==> config.mk <==
export PLATFORM = sky130hd
export DESIGN_NAME = two_level_round_robin_scheduler
export DESIGN_NICKNAME = d
export VERILOG_FILES = /design/src/design/tlrr_pkg.sv /design/src/design/two_level_round_robin_scheduler.sv
export SDC_FILE = /design/constraint.sdc
export NUM_CORES = 2
export LEC_CHECK = 0
export ABC_CLOCK_PERIOD_IN_PS = 4300
export CELL_PAD_IN_SITES_DETAIL_PLACEMENT = 1
export CELL_PAD_IN_SITES_GLOBAL_PLACEMENT = 1
export CORE_ASPECT_RATIO = 1.1
export CORE_MARGIN = 1.5
export CORE_UTILIZATION = 30
export CTS_BUF_LIST = sky130_fd_sc_hd__clkbuf_4 sky130_fd_sc_hd__clkbuf_8
export CTS_CLUSTER_DIAMETER = 120
export DETAILED_ROUTE_END_ITERATION = 8
export DONT_BUFFER_PORTS = 1
export GPL_TIMING_DRIVEN = 0
export PLACE_DENSITY = 0.65
export SKIP_LAST_GASP = 1
export SLEW_MARGIN = 0
export SYNTH_ARGS = -nofsm -noshare
export SYNTH_HDL_FRONTEND = slang
export SYNTH_SLANG_ARGS = --single-unit
==> constraint.sdc <==
create_clock -name clk -period 4.3 [get_ports clk]
set_input_delay 0.215 -clock clk [delete_from_list [all_inputs] [get_ports clk]]
set_output_delay 0.215 -clock clk [all_outputs]
set_load 0.005 [all_outputs]
==> src/design/tlrr_pkg.sv <==
// package for the two-level round-robin scheduler
// types, command and status codes and fixed constants; no dependencies
`default_nettype none
package tlrr_pkg;

  localparam int FLAT_LIMIT = 16;
  localparam int SLOT_W     = 9;
  localparam logic [15:0] PERIOD_RST = 16'd1024;
  localparam logic [7:0]  LAST_RST   = 8'hFF;

  localparam logic [2:0] KIND_INSERT  = 3'd0;
  localparam logic [2:0] KIND_REMOVE  = 3'd1;
  localparam logic [2:0] KIND_STALL   = 3'd2;
  localparam logic [2:0] KIND_UNSTALL = 3'd3;
  localparam logic [2:0] KIND_FETCH   = 3'd4;
  localparam logic [2:0] KIND_CYCLE   = 3'd5;

  localparam logic [1:0] ST_OK    = 2'd0;
  localparam logic [1:0] ST_EMPTY = 2'd1;
  localparam logic [1:0] ST_FULL  = 2'd2;

  typedef struct packed {
    logic [2:0] kind;
    logic [7:0] thread_id;
  } in_t;

  typedef struct packed {
    logic [7:0] fetched_thread;
    logic [1:0] status;
    logic       grouped_mode;
  } out_t;

  typedef enum logic [4:0] {
    S_IDLE, S_EXEC, S_GRP_RD, S_GRP_WR, S_INS_SCAN, S_INS_FREE, S_INS_WR,
    S_FREM_RD, S_FREM_PROC, S_GREM_START, S_GREM_RD, S_GREM_PROC,
    S_FLAT_START, S_FLAT_RD, S_FLAT_WR, S_FMARK_RD, S_FMARK_PROC,
    S_GMARK_START, S_GMARK_RD, S_GMARK_PROC, S_FETCH_WAIT, S_CYC_WAIT, S_DONE
  } state_t;

endpackage
`default_nettype wire

==> src/design/two_level_round_robin_scheduler.sv <==
// two-level round-robin thread scheduler, top level
// sequencer around one slot memory with one write and one read port; uses tlrr_pkg
`default_nettype none
// One command is taken while busy is low and start is high; its result shows on
// out_data for exactly one cycle under out_strobe, and the receiver cannot stall it.
// All thread slots (GROUP_SIZE*MAX_GROUPS group slots plus a 16-entry flat ring) live
// in one memory with one registered read port, so each slot visited is read first and
// then written or checked. Grouped inserts scan each group in the ring (and the group
// numbers when a new group is opened); remove, stall and unstall read the held threads
// group by group, and a remove that drops below 16 threads copies the remaining threads
// back into the flat ring. The 16th insert regroups the flat ring. rotate_period is
// written through cfg_valid/cfg_ready while the block is idle.
module two_level_round_robin_scheduler #(
  parameter int GROUP_SIZE = 8,
  parameter int MAX_GROUPS = 8
) (
  input  wire logic           clk,
  input  wire logic           rst_n,
  input  wire logic           start,
  output logic                busy,
  input  wire tlrr_pkg::in_t  in_data,
  output logic                out_strobe,
  output tlrr_pkg::out_t      out_data,
  input  wire logic           cfg_valid,
  output logic                cfg_ready,
  input  wire logic [15:0]    cfg_data
);
  import tlrr_pkg::*;

  localparam int CAP   = GROUP_SIZE * MAX_GROUPS;
  localparam int DEPTH = CAP + FLAT_LIMIT;
  localparam int AW    = $clog2(DEPTH);
  localparam int GW    = $clog2(MAX_GROUPS);
  localparam int PW    = $clog2(GROUP_SIZE);
  localparam int FW    = $clog2(GROUP_SIZE + 1);
  localparam int CW    = $clog2(MAX_GROUPS + 1);
  localparam int TW    = $clog2(DEPTH + 1);
  localparam int NW    = (FW > 5) ? FW : 5;
  localparam int INIT_GROUPS = (FLAT_LIMIT + GROUP_SIZE - 1) / GROUP_SIZE;

  state_t state_r, state_nxt;

  logic [SLOT_W-1:0] mem_r [0:DEPTH-1];
  logic [SLOT_W-1:0] mem_rd_r;
  logic              mem_we;
  logic [AW-1:0]     mem_wa, mem_ra;
  logic [SLOT_W-1:0] mem_wd;

  logic [2:0]  kind_r, kind_nxt;
  logic [7:0]  id_r, id_nxt;
  logic [1:0]  status_r, status_nxt;
  logic [7:0]  last_r, last_nxt;
  logic [15:0] period_r, period_nxt;
  logic [15:0] fc_r, fc_nxt;
  logic        grouped_r, grouped_nxt;
  logic [TW-1:0] total_r, total_nxt;
  logic [4:0]  fcount_r, fcount_nxt;
  logic [3:0]  fhead_r, fhead_nxt;
  logic [FW-1:0] fill_r [MAX_GROUPS];
  logic [FW-1:0] fill_nxt [MAX_GROUPS];
  logic [PW-1:0] gh_r [MAX_GROUPS];
  logic [PW-1:0] gh_nxt [MAX_GROUPS];
  logic [GW-1:0] ring_r [MAX_GROUPS];
  logic [GW-1:0] ring_nxt [MAX_GROUPS];
  logic [GW-1:0] ring_rot [MAX_GROUPS];
  logic [MAX_GROUPS-1:0] stl_r, stl_nxt;
  logic [CW-1:0] ring_count_r, ring_count_nxt;
  logic [CW-1:0] ring_idx_r, ring_idx_nxt;
  logic [CW-1:0] keep_r, keep_nxt;
  logic [GW-1:0] g_r, g_nxt;
  logic [GW-1:0] best_r, best_nxt;
  logic [FW-1:0] best_fill_r, best_fill_nxt;
  logic [NW-1:0] idx_r, idx_nxt;
  logic [NW-1:0] cnt_r, cnt_nxt;
  logic        acc_r, acc_nxt;
  logic        found_r, found_nxt;

  logic [GW-1:0] head_g, ring_at, free_g;
  logic [FW-1:0] g_fill;
  logic [PW-1:0] g_head;
  logic          rd_match, idx_at_fill, idx_at_fcount, ring_end;
  logic [15:0]   fc_inc;
  logic [SLOT_W-1:0] mark_val;

  function automatic logic [PW-1:0] wrap_add(input logic [PW-1:0] a, input logic [NW-1:0] b);
    logic [NW+1:0] s;
    s = (NW+2)'(a) + (NW+2)'(b);
    if (s >= (NW+2)'(GROUP_SIZE)) s = s - (NW+2)'(GROUP_SIZE);
    return s[PW-1:0];
  endfunction

  function automatic logic [AW-1:0] slot_addr(input logic [GW-1:0] g, input logic [PW-1:0] p);
    return AW'(g) * AW'(GROUP_SIZE) + AW'(p);
  endfunction

  function automatic logic [AW-1:0] flat_addr(input logic [3:0] p);
    return AW'(CAP) + AW'(p);
  endfunction

  assign head_g        = ring_r[0];
  assign ring_at       = ring_r[ring_idx_r[GW-1:0]];
  assign free_g        = ring_idx_r[GW-1:0];
  assign g_fill        = fill_r[g_r];
  assign g_head        = gh_r[g_r];
  assign rd_match      = (mem_rd_r[7:0] == id_r);
  assign idx_at_fill   = (idx_r == NW'(g_fill));
  assign idx_at_fcount = (idx_r == NW'(fcount_r));
  assign ring_end      = (ring_idx_r == ring_count_r);
  assign fc_inc        = fc_r + 16'd1;
  assign mark_val      = {kind_r == KIND_STALL, id_r};

  always_comb begin
    for (int i = 0; i < MAX_GROUPS; i++) begin
      ring_rot[i] = (CW'(i) == ring_count_r - CW'(1)) ? ring_r[0] : ring_r[(i + 1) % MAX_GROUPS];
    end
  end

  // next state
  always_comb begin
    state_nxt = state_r;
    unique case (state_r)
      S_IDLE: if (start) state_nxt = S_EXEC;
      S_EXEC: begin
        unique case (kind_r)
          KIND_INSERT: begin
            if (total_r >= TW'(CAP)) state_nxt = S_DONE;
            else if (grouped_r) state_nxt = S_INS_SCAN;
            else if (total_r + TW'(1) < TW'(FLAT_LIMIT)) state_nxt = S_DONE;
            else state_nxt = S_GRP_RD;
          end
          KIND_REMOVE: state_nxt = grouped_r ? S_GREM_START : S_FREM_RD;
          KIND_STALL, KIND_UNSTALL: state_nxt = grouped_r ? S_GMARK_START : S_FMARK_RD;
          KIND_FETCH: begin
            if (!grouped_r) state_nxt = (fcount_r == 5'd0) ? S_DONE : S_FETCH_WAIT;
            else if (ring_count_r == '0 || fill_r[head_g] == '0) state_nxt = S_DONE;
            else state_nxt = S_FETCH_WAIT;
          end
          KIND_CYCLE: begin
            if (!grouped_r) state_nxt = (fcount_r >= 5'd2) ? S_CYC_WAIT : S_DONE;
            else if (ring_count_r == '0 || stl_r[head_g]) state_nxt = S_DONE;
            else state_nxt = (fill_r[head_g] >= FW'(2)) ? S_CYC_WAIT : S_DONE;
          end
          default: state_nxt = S_DONE;
        endcase
      end
      S_GRP_RD: state_nxt = S_GRP_WR;
      S_GRP_WR: state_nxt = (idx_r == NW'(FLAT_LIMIT - 1)) ? S_DONE : S_GRP_RD;
      S_INS_SCAN: if (ring_end) state_nxt = found_r ? S_INS_WR : S_INS_FREE;
      S_INS_FREE: begin
        if (ring_idx_r == CW'(MAX_GROUPS)) state_nxt = S_DONE;
        else if (fill_r[free_g] == '0)
          state_nxt = (ring_count_r >= CW'(MAX_GROUPS)) ? S_DONE : S_INS_WR;
      end
      S_INS_WR: state_nxt = S_DONE;
      S_FREM_RD: state_nxt = idx_at_fcount ? S_DONE : S_FREM_PROC;
      S_FREM_PROC: state_nxt = S_FREM_RD;
      S_GREM_START: begin
        if (!ring_end) state_nxt = S_GREM_RD;
        else state_nxt = (total_r < TW'(FLAT_LIMIT)) ? S_FLAT_START : S_DONE;
      end
      S_GREM_RD: state_nxt = idx_at_fill ? S_GREM_START : S_GREM_PROC;
      S_GREM_PROC: state_nxt = S_GREM_RD;
      S_FLAT_START: state_nxt = ring_end ? S_DONE : S_FLAT_RD;
      S_FLAT_RD: state_nxt = idx_at_fill ? S_FLAT_START : S_FLAT_WR;
      S_FLAT_WR: state_nxt = S_FLAT_RD;
      S_FMARK_RD: state_nxt = idx_at_fcount ? S_DONE : S_FMARK_PROC;
      S_FMARK_PROC: state_nxt = rd_match ? S_DONE : S_FMARK_RD;
      S_GMARK_START: state_nxt = ring_end ? S_DONE : S_GMARK_RD;
      S_GMARK_RD: begin
        if (!idx_at_fill) state_nxt = S_GMARK_PROC;
        else state_nxt = found_r ? S_DONE : S_GMARK_START;
      end
      S_GMARK_PROC: state_nxt = S_GMARK_RD;
      S_FETCH_WAIT: state_nxt = S_DONE;
      S_CYC_WAIT: state_nxt = S_DONE;
      S_DONE: state_nxt = S_IDLE;
      default: state_nxt = S_IDLE;
    endcase
  end

  // datapath and memory control
  always_comb begin
    kind_nxt = kind_r;
    id_nxt = id_r;
    status_nxt = status_r;
    last_nxt = last_r;
    period_nxt = period_r;
    fc_nxt = fc_r;
    grouped_nxt = grouped_r;
    total_nxt = total_r;
    fcount_nxt = fcount_r;
    fhead_nxt = fhead_r;
    fill_nxt = fill_r;
    gh_nxt = gh_r;
    ring_nxt = ring_r;
    stl_nxt = stl_r;
    ring_count_nxt = ring_count_r;
    ring_idx_nxt = ring_idx_r;
    keep_nxt = keep_r;
    g_nxt = g_r;
    best_nxt = best_r;
    best_fill_nxt = best_fill_r;
    idx_nxt = idx_r;
    cnt_nxt = cnt_r;
    acc_nxt = acc_r;
    found_nxt = found_r;
    mem_we = 1'b0;
    mem_wa = '0;
    mem_wd = '0;
    mem_ra = '0;
    if (cfg_valid && cfg_ready) period_nxt = cfg_data;
    unique case (state_r)
      S_IDLE: begin
        if (start) begin
          kind_nxt = in_data.kind;
          id_nxt = in_data.thread_id;
          status_nxt = ST_OK;
        end
      end
      S_EXEC: begin
        unique case (kind_r)
          KIND_INSERT: begin
            if (total_r >= TW'(CAP)) begin
              status_nxt = ST_FULL;
            end else if (grouped_r) begin
              ring_idx_nxt = '0;
              found_nxt = 1'b0;
              best_fill_nxt = FW'(GROUP_SIZE);
            end else if (total_r + TW'(1) < TW'(FLAT_LIMIT)) begin
              mem_we = 1'b1;
              mem_wa = flat_addr(fhead_r + fcount_r[3:0]);
              mem_wd = {1'b0, id_r};
              fcount_nxt = fcount_r + 5'd1;
              total_nxt = TW'(fcount_r) + TW'(1);
            end else begin
              for (int i = 0; i < MAX_GROUPS; i++) begin
                fill_nxt[i] = '0;
                gh_nxt[i] = '0;
              end
              stl_nxt = '0;
              ring_count_nxt = '0;
              idx_nxt = '0;
              cnt_nxt = '0;
              g_nxt = '0;
            end
          end
          KIND_REMOVE: begin
            idx_nxt = '0;
            cnt_nxt = '0;
            ring_idx_nxt = '0;
            keep_nxt = '0;
            if (grouped_r) total_nxt = '0;
          end
          KIND_STALL, KIND_UNSTALL: begin
            idx_nxt = '0;
            ring_idx_nxt = '0;
          end
          KIND_FETCH: begin
            if (!grouped_r) begin
              if (fcount_r == 5'd0) status_nxt = ST_EMPTY;
              mem_ra = flat_addr(fhead_r);
            end else if (ring_count_r == '0 || fill_r[head_g] == '0) begin
              status_nxt = ST_EMPTY;
            end else begin
              mem_ra = slot_addr(head_g, gh_r[head_g]);
            end
          end
          KIND_CYCLE: begin
            g_nxt = head_g;
            if (!grouped_r) begin
              mem_ra = flat_addr(fhead_r);
            end else if (ring_count_r != '0) begin
              if (stl_r[head_g]) begin
                if (ring_count_r >= CW'(2)) ring_nxt = ring_rot;
              end else begin
                mem_ra = slot_addr(head_g, gh_r[head_g]);
              end
            end
          end
          default: ;
        endcase
      end
      S_GRP_RD: mem_ra = flat_addr(fhead_r + idx_r[3:0]);
      S_GRP_WR: begin
        mem_we = 1'b1;
        mem_wa = slot_addr(g_r, cnt_r[PW-1:0]);
        mem_wd = {1'b0, (idx_r < NW'(fcount_r)) ? mem_rd_r[7:0] : id_r};
        fill_nxt[g_r] = g_fill + FW'(1);
        if (cnt_r == NW'(GROUP_SIZE - 1)) begin
          cnt_nxt = '0;
          g_nxt = g_r + GW'(1);
        end else begin
          cnt_nxt = cnt_r + NW'(1);
        end
        idx_nxt = idx_r + NW'(1);
        if (idx_r == NW'(FLAT_LIMIT - 1)) begin
          for (int i = 0; i < MAX_GROUPS; i++) ring_nxt[i] = GW'(i);
          ring_count_nxt = CW'(INIT_GROUPS);
          fcount_nxt = '0;
          total_nxt = TW'(FLAT_LIMIT);
          grouped_nxt = 1'b1;
        end
      end
      S_INS_SCAN: begin
        if (ring_end) begin
          ring_idx_nxt = '0;
        end else begin
          if (fill_r[ring_at] < best_fill_r) begin
            best_nxt = ring_at;
            best_fill_nxt = fill_r[ring_at];
            found_nxt = 1'b1;
          end
          ring_idx_nxt = ring_idx_r + CW'(1);
        end
      end
      S_INS_FREE: begin
        if (ring_idx_r == CW'(MAX_GROUPS)) begin
          status_nxt = ST_FULL;
        end else if (fill_r[free_g] == '0) begin
          if (ring_count_r >= CW'(MAX_GROUPS)) begin
            status_nxt = ST_FULL;
          end else begin
            ring_nxt[ring_count_r[GW-1:0]] = free_g;
            ring_count_nxt = ring_count_r + CW'(1);
            best_nxt = free_g;
          end
        end else begin
          ring_idx_nxt = ring_idx_r + CW'(1);
        end
      end
      S_INS_WR: begin
        mem_we = 1'b1;
        mem_wa = slot_addr(best_r, wrap_add(gh_r[best_r], NW'(fill_r[best_r])));
        mem_wd = {1'b0, id_r};
        fill_nxt[best_r] = fill_r[best_r] + FW'(1);
        stl_nxt[best_r] = 1'b0;
        total_nxt = total_r + TW'(1);
      end
      S_FREM_RD: begin
        if (idx_at_fcount) begin
          fcount_nxt = cnt_r[4:0];
          total_nxt = TW'(cnt_r);
        end else begin
          mem_ra = flat_addr(fhead_r + idx_r[3:0]);
        end
      end
      S_FREM_PROC: begin
        if (!rd_match) begin
          mem_we = 1'b1;
          mem_wa = flat_addr(fhead_r + cnt_r[3:0]);
          mem_wd = mem_rd_r;
          cnt_nxt = cnt_r + NW'(1);
        end
        idx_nxt = idx_r + NW'(1);
      end
      S_GREM_START: begin
        if (ring_end) begin
          ring_count_nxt = keep_r;
          ring_idx_nxt = '0;
          cnt_nxt = '0;
        end else begin
          g_nxt = ring_at;
          idx_nxt = '0;
          cnt_nxt = '0;
          acc_nxt = 1'b1;
        end
      end
      S_GREM_RD: begin
        if (idx_at_fill) begin
          fill_nxt[g_r] = cnt_r[FW-1:0];
          stl_nxt[g_r] = (cnt_r != '0) && acc_r;
          total_nxt = total_r + TW'(cnt_r);
          if (cnt_r != '0) begin
            ring_nxt[keep_r[GW-1:0]] = g_r;
            keep_nxt = keep_r + CW'(1);
          end
          ring_idx_nxt = ring_idx_r + CW'(1);
        end else begin
          mem_ra = slot_addr(g_r, wrap_add(g_head, idx_r));
        end
      end
      S_GREM_PROC: begin
        if (!rd_match) begin
          mem_we = 1'b1;
          mem_wa = slot_addr(g_r, wrap_add(g_head, cnt_r));
          mem_wd = mem_rd_r;
          cnt_nxt = cnt_r + NW'(1);
          acc_nxt = acc_r & mem_rd_r[8];
        end
        idx_nxt = idx_r + NW'(1);
      end
      S_FLAT_START: begin
        if (ring_end) begin
          fcount_nxt = cnt_r[4:0];
          total_nxt = TW'(cnt_r);
          fhead_nxt = '0;
          for (int i = 0; i < MAX_GROUPS; i++) fill_nxt[i] = '0;
          stl_nxt = '0;
          ring_count_nxt = '0;
          grouped_nxt = 1'b0;
        end else begin
          g_nxt = ring_at;
          idx_nxt = '0;
        end
      end
      S_FLAT_RD: begin
        if (idx_at_fill) ring_idx_nxt = ring_idx_r + CW'(1);
        else mem_ra = slot_addr(g_r, wrap_add(g_head, idx_r));
      end
      S_FLAT_WR: begin
        mem_we = 1'b1;
        mem_wa = flat_addr(cnt_r[3:0]);
        mem_wd = mem_rd_r;
        cnt_nxt = cnt_r + NW'(1);
        idx_nxt = idx_r + NW'(1);
      end
      S_FMARK_RD: mem_ra = flat_addr(fhead_r + idx_r[3:0]);
      S_FMARK_PROC: begin
        if (rd_match) begin
          mem_we = 1'b1;
          mem_wa = flat_addr(fhead_r + idx_r[3:0]);
          mem_wd = mark_val;
        end
        idx_nxt = idx_r + NW'(1);
      end
      S_GMARK_START: begin
        g_nxt = ring_at;
        idx_nxt = '0;
        acc_nxt = 1'b1;
        found_nxt = 1'b0;
      end
      S_GMARK_RD: begin
        if (idx_at_fill) begin
          if (found_r) stl_nxt[g_r] = acc_r;
          else ring_idx_nxt = ring_idx_r + CW'(1);
        end else begin
          mem_ra = slot_addr(g_r, wrap_add(g_head, idx_r));
        end
      end
      S_GMARK_PROC: begin
        if (!found_r && rd_match) begin
          mem_we = 1'b1;
          mem_wa = slot_addr(g_r, wrap_add(g_head, idx_r));
          mem_wd = mark_val;
          found_nxt = 1'b1;
          acc_nxt = acc_r & mark_val[8];
        end else begin
          acc_nxt = acc_r & mem_rd_r[8];
        end
        idx_nxt = idx_r + NW'(1);
      end
      S_FETCH_WAIT: begin
        last_nxt = mem_rd_r[7:0];
        if (grouped_r) begin
          if (fc_inc >= period_r) begin
            fc_nxt = '0;
            if (ring_count_r >= CW'(2)) ring_nxt = ring_rot;
          end else begin
            fc_nxt = fc_inc;
          end
        end
      end
      S_CYC_WAIT: begin
        mem_we = 1'b1;
        mem_wd = mem_rd_r;
        if (grouped_r) begin
          mem_wa = slot_addr(g_r, wrap_add(g_head, NW'(g_fill)));
          gh_nxt[g_r] = wrap_add(g_head, NW'(1));
        end else begin
          mem_wa = flat_addr(fhead_r + fcount_r[3:0]);
          fhead_nxt = fhead_r + 4'd1;
        end
      end
      S_DONE: ;
      default: ;
    endcase
  end

  // outputs
  always_comb begin
    busy = (state_r != S_IDLE);
    cfg_ready = (state_r == S_IDLE);
    out_strobe = (state_r == S_DONE);
    out_data.fetched_thread = last_r;
    out_data.status = status_r;
    out_data.grouped_mode = grouped_r;
  end

  always_ff @(posedge clk) begin
    if (mem_we) mem_r[mem_wa] <= mem_wd;
    mem_rd_r <= mem_r[mem_ra];
  end

  always_ff @(posedge clk) begin
    kind_nxt_hold: begin
      kind_r <= kind_nxt;
      id_r <= id_nxt;
      ring_r <= ring_nxt;
      g_r <= g_nxt;
      best_r <= best_nxt;
      best_fill_r <= best_fill_nxt;
      idx_r <= idx_nxt;
      cnt_r <= cnt_nxt;
      acc_r <= acc_nxt;
      keep_r <= keep_nxt;
    end
  end

  always_ff @(posedge clk) begin
    if (!rst_n) begin
      state_r <= S_IDLE;
      status_r <= ST_OK;
      last_r <= LAST_RST;
      period_r <= PERIOD_RST;
      fc_r <= '0;
      grouped_r <= 1'b0;
      total_r <= '0;
      fcount_r <= '0;
      fhead_r <= '0;
      for (int i = 0; i < MAX_GROUPS; i++) begin
        fill_r[i] <= '0;
        gh_r[i] <= '0;
      end
      stl_r <= '0;
      ring_count_r <= '0;
      ring_idx_r <= '0;
      found_r <= 1'b0;
    end else begin
      state_r <= state_nxt;
      status_r <= status_nxt;
      last_r <= last_nxt;
      period_r <= period_nxt;
      fc_r <= fc_nxt;
      grouped_r <= grouped_nxt;
      total_r <= total_nxt;
      fcount_r <= fcount_nxt;
      fhead_r <= fhead_nxt;
      fill_r <= fill_nxt;
      gh_r <= gh_nxt;
      stl_r <= stl_nxt;
      ring_count_r <= ring_count_nxt;
      ring_idx_r <= ring_idx_nxt;
      found_r <= found_nxt;
    end
  end

endmodule
`default_nettype wire

==> metrics <==
CP Max Fanout=8; CP startpoint kind=flop; Synth Cell Area=45400 sq um; # DRC=5; post-synth top area cell=edfxtp_1; Hold Crit Depth=3; Max IR drop VDD=0.254 mV; Pleak=0.0206 uW; crit path DAT=5910 ps; Ys Warns=0; initial antenna violation count=8; Placed Instances=5939; CTS Buf Count=164; Post-synth top cells=edfxtp_1, nand2_1, nor2_1; placement row count=149; flops & latches, synth=926; Final Hold Viols=0; Hold WC Path Type=in2reg; dpl ws=-3540 ps; Synth Flop Type=edfxtp_1; post-route setup TNS=-394980 ps; hold slack=194 ps; htree depth=4; layout cells sized above 1=0.213; slew margin rel.=0.0946; CORE AREA=150000 sq um; PnR worst setup slack=-751 ps; R2R Setup Slk=-750 ps; syn nets=4067; status=complete, but fails checks; final std cells w/o fill=6460; die footprint=154000 sq um; EDFF count, synth=780; cells on worst reg2reg path=21; Initial Utilization=0.302; first-pass GRT wire length=296 mm; gpl congestion=0.983; Post-synth ARST share=0; WL final=215 mm; Max Cap Viol=0; CP required=5160 ps; CTS clock-pin slew for the worst setup and hold paths=60 ps; Synth area leaders=edfxtp_1, dfxtp_1, mux2i_1; CTS sink count=926; Port Buffer Count=0; Clock Skew=96.5 ps; GR Util All Layers=0.271; largest net degree at the start of global routing=81; initial drt markers=5038; Worst Setup End Kind=flop; area grow syn2layout=26.0%; leading cell type by number of instances after synthesis=edfxtp_1; Mean Syn Cell Area=11.4 sq um; reg2reg end=mem_rd_r[8]; min Tclk post-route=5050 ps; antenna viol nets, final=0; CTS tree=yes; clock latency on the worst-skew pair=980 ps; Distinct cells, synth=91; Hold Path Sink=fill_r[10]; Nets=4473; Max Freq=198 MHz; Synth top area share=0.516; violated checks=DRC, setup timing; min-delay src=rst_n; deepest clock path buffer count=3; vias per inst=5.96; WS Path Type=reg2reg; die width=374 um; pwr/cell area=543 nW/um^2; Worst R2R Start=g_r[0]; Max Slew Vio Count=0; Root Driver=clkbuf_8; wire per inst=33.2 um; RSZ-0062 raised after global routing=yes; grt ovf=0; Top Ports=45; sequential-to-total area share from yosys stat=0.580; via count=38475; Mapped Cells=3964; hpwl dp=141 mm; vias in the first global route=38167; worst-margin pin slew=1350 ps; Die Height=411 um; total power=31000 uW; Period Utilization, post-route=1.17; DRT Pass-1 Iters=9; endpoints failing setup=1264; Critical path origin=g_r[0]
-- cell type report --
class	count	area (sq um)
well taps	1963	2460
repair buffers	240	2880
flip-flops and latches	926	26300
diodes	4	10.0
inverters	72	275
multi-input cells	2708	19700
clock buffers	222	2770
clock inverters	67	612
fillers	16075	92900
plain buffers	258	2110
-- critical path, stage by stage, from the launching register on --
cell	delay (ps)
edfxtp_1	400
buf_6	150
buf_8	130
buf_8	130
clkbuf_16	160
mux2_2	270
a222oi_1	330
nand2_2	190
ha_4	200
inv_2	50
fa_2	200
xnor2_2	110
xnor2_1	110
o211ai_1	170
and3_4	370
buf_12	190
buf_16	170
buf_16	180
mux2i_1	280
o211ai_1	200
nor4_4	660
or4_4	280
-- routing by layer --
layer | vias to the layer above | track usage | share of wire
met5 | - | 0 | 0.00016
met4 | 4 | 0.178 | 0.073
met2 | 2405 | 0.425 | 0.45
li1 | 15873 | - | -
met3 | 635 | 0.0633 | 0.10
met1 | 19558 | 0.335 | 0.38
-- flip-flops by register name, summed over array words and instances (netlist names), 4 cells and up --
name / flops
best_fill_r: 4
cnt_r: 5
fc_r: 16
fcount_r: 5
fhead_r: 4
fill_r: 32
gh_r: 24
id_r: 8
idx_r: 5
keep_r: 4
last_r: 8
mem_r: 720
mem_rd_r: 9
period_r: 16
ring_count_r: 4
ring_idx_r: 4
ring_r: 21
state_r: 5
stl_r: 8
total_r: 7
-- through the flow --
stage,cell area (sq um),util
floorplan,45400,-
global placement,47900,0.319
detailed placement,48200,0.321
CTS,56300,0.375
global route,57200,0.381
finish,57200,0.381
-- where the power goes --
| group | leakage (uW) | total [uW] | switching (uW) | internal [uW] |
|---|---|---|---|---|
| Clock | 0.00178 | 8750 | 4230 | 4520 |
| Sequential | 0.00832 | 11000 | 410 | 10600 |
| Combinational | 0.0105 | 11300 | 7730 | 3530 |
-- what timing repair did --
item / CTS / global route
gates resized for setup: 670 / 92
pin swaps: 109 / 37
endpoints found under the hold margin: 43 / 0
cloned: 5 / 0
setup buffers: 131 / 40
hold buffers: 56 / 0
setup endpoints to repair: 1350 / 1354
-- how the worst max path moves through the flow --
stage                        to  cells after the start
finish              mem_rd_r[8]                     21
floorplan           mem_rd_r[7]                     21
detailed placement  mem_rd_r[6]                     20
global route        mem_rd_r[8]                     21
CTS                   best_r[2]                     14
global placement    mem_rd_r[0]                     20
-- cells by family after synthesis --
kind of cell | after synthesis | synth area share
XOR/XNOR | 75 | 0.0145
AO/OA/AOI/OAI | 893 | 0.140
adder cells (fa/ha/maj) | 72 | 0.0212
multiplexers | 312 | 0.0741
AND/OR/NAND/NOR | 1353 | 0.136
buffers and inverters | 333 | 0.0339
flip-flops | 926 | 0.580
-- cells in the final DEF (no fill, tap or decap), types with 20 or more instances in the layout --
master	netlist	routed
nor2b_1	25	21
edfxtp_1	780	780
nand4_1	40	40
a211oi_1	69	52
dfxtp_1	146	145
clkinv_2	0	20
clkinv_1	3	31
nand3_1	188	175
clkbuf_2	0	29
nor2_1	309	205
a31oi_1	28	25
xnor2_1	34	33
a21o_1	26	26
clkbuf_8	0	184
nand2b_1	45	45
o31a_1	49	49
dlygate4sd3_1	0	56
o21ai_0	124	114
buf_6	10	47
xor2_1	41	41
a21oi_1	150	140
mux2i_1	273	255
mux2_2	22	22
a22oi_1	59	53
nand2_1	528	512
nor2_4	0	95
inv_1	69	65
buf_4	35	121
o211ai_1	32	32
nor3_1	55	47
ha_1	64	62
o22ai_1	59	57
clkbuf_1	147	94
and2_1	30	28
clkbuf_4	0	56
a21boi_0	57	56
buf_12	0	82
and3_1	27	26
(Power assumes the default switching activity.)
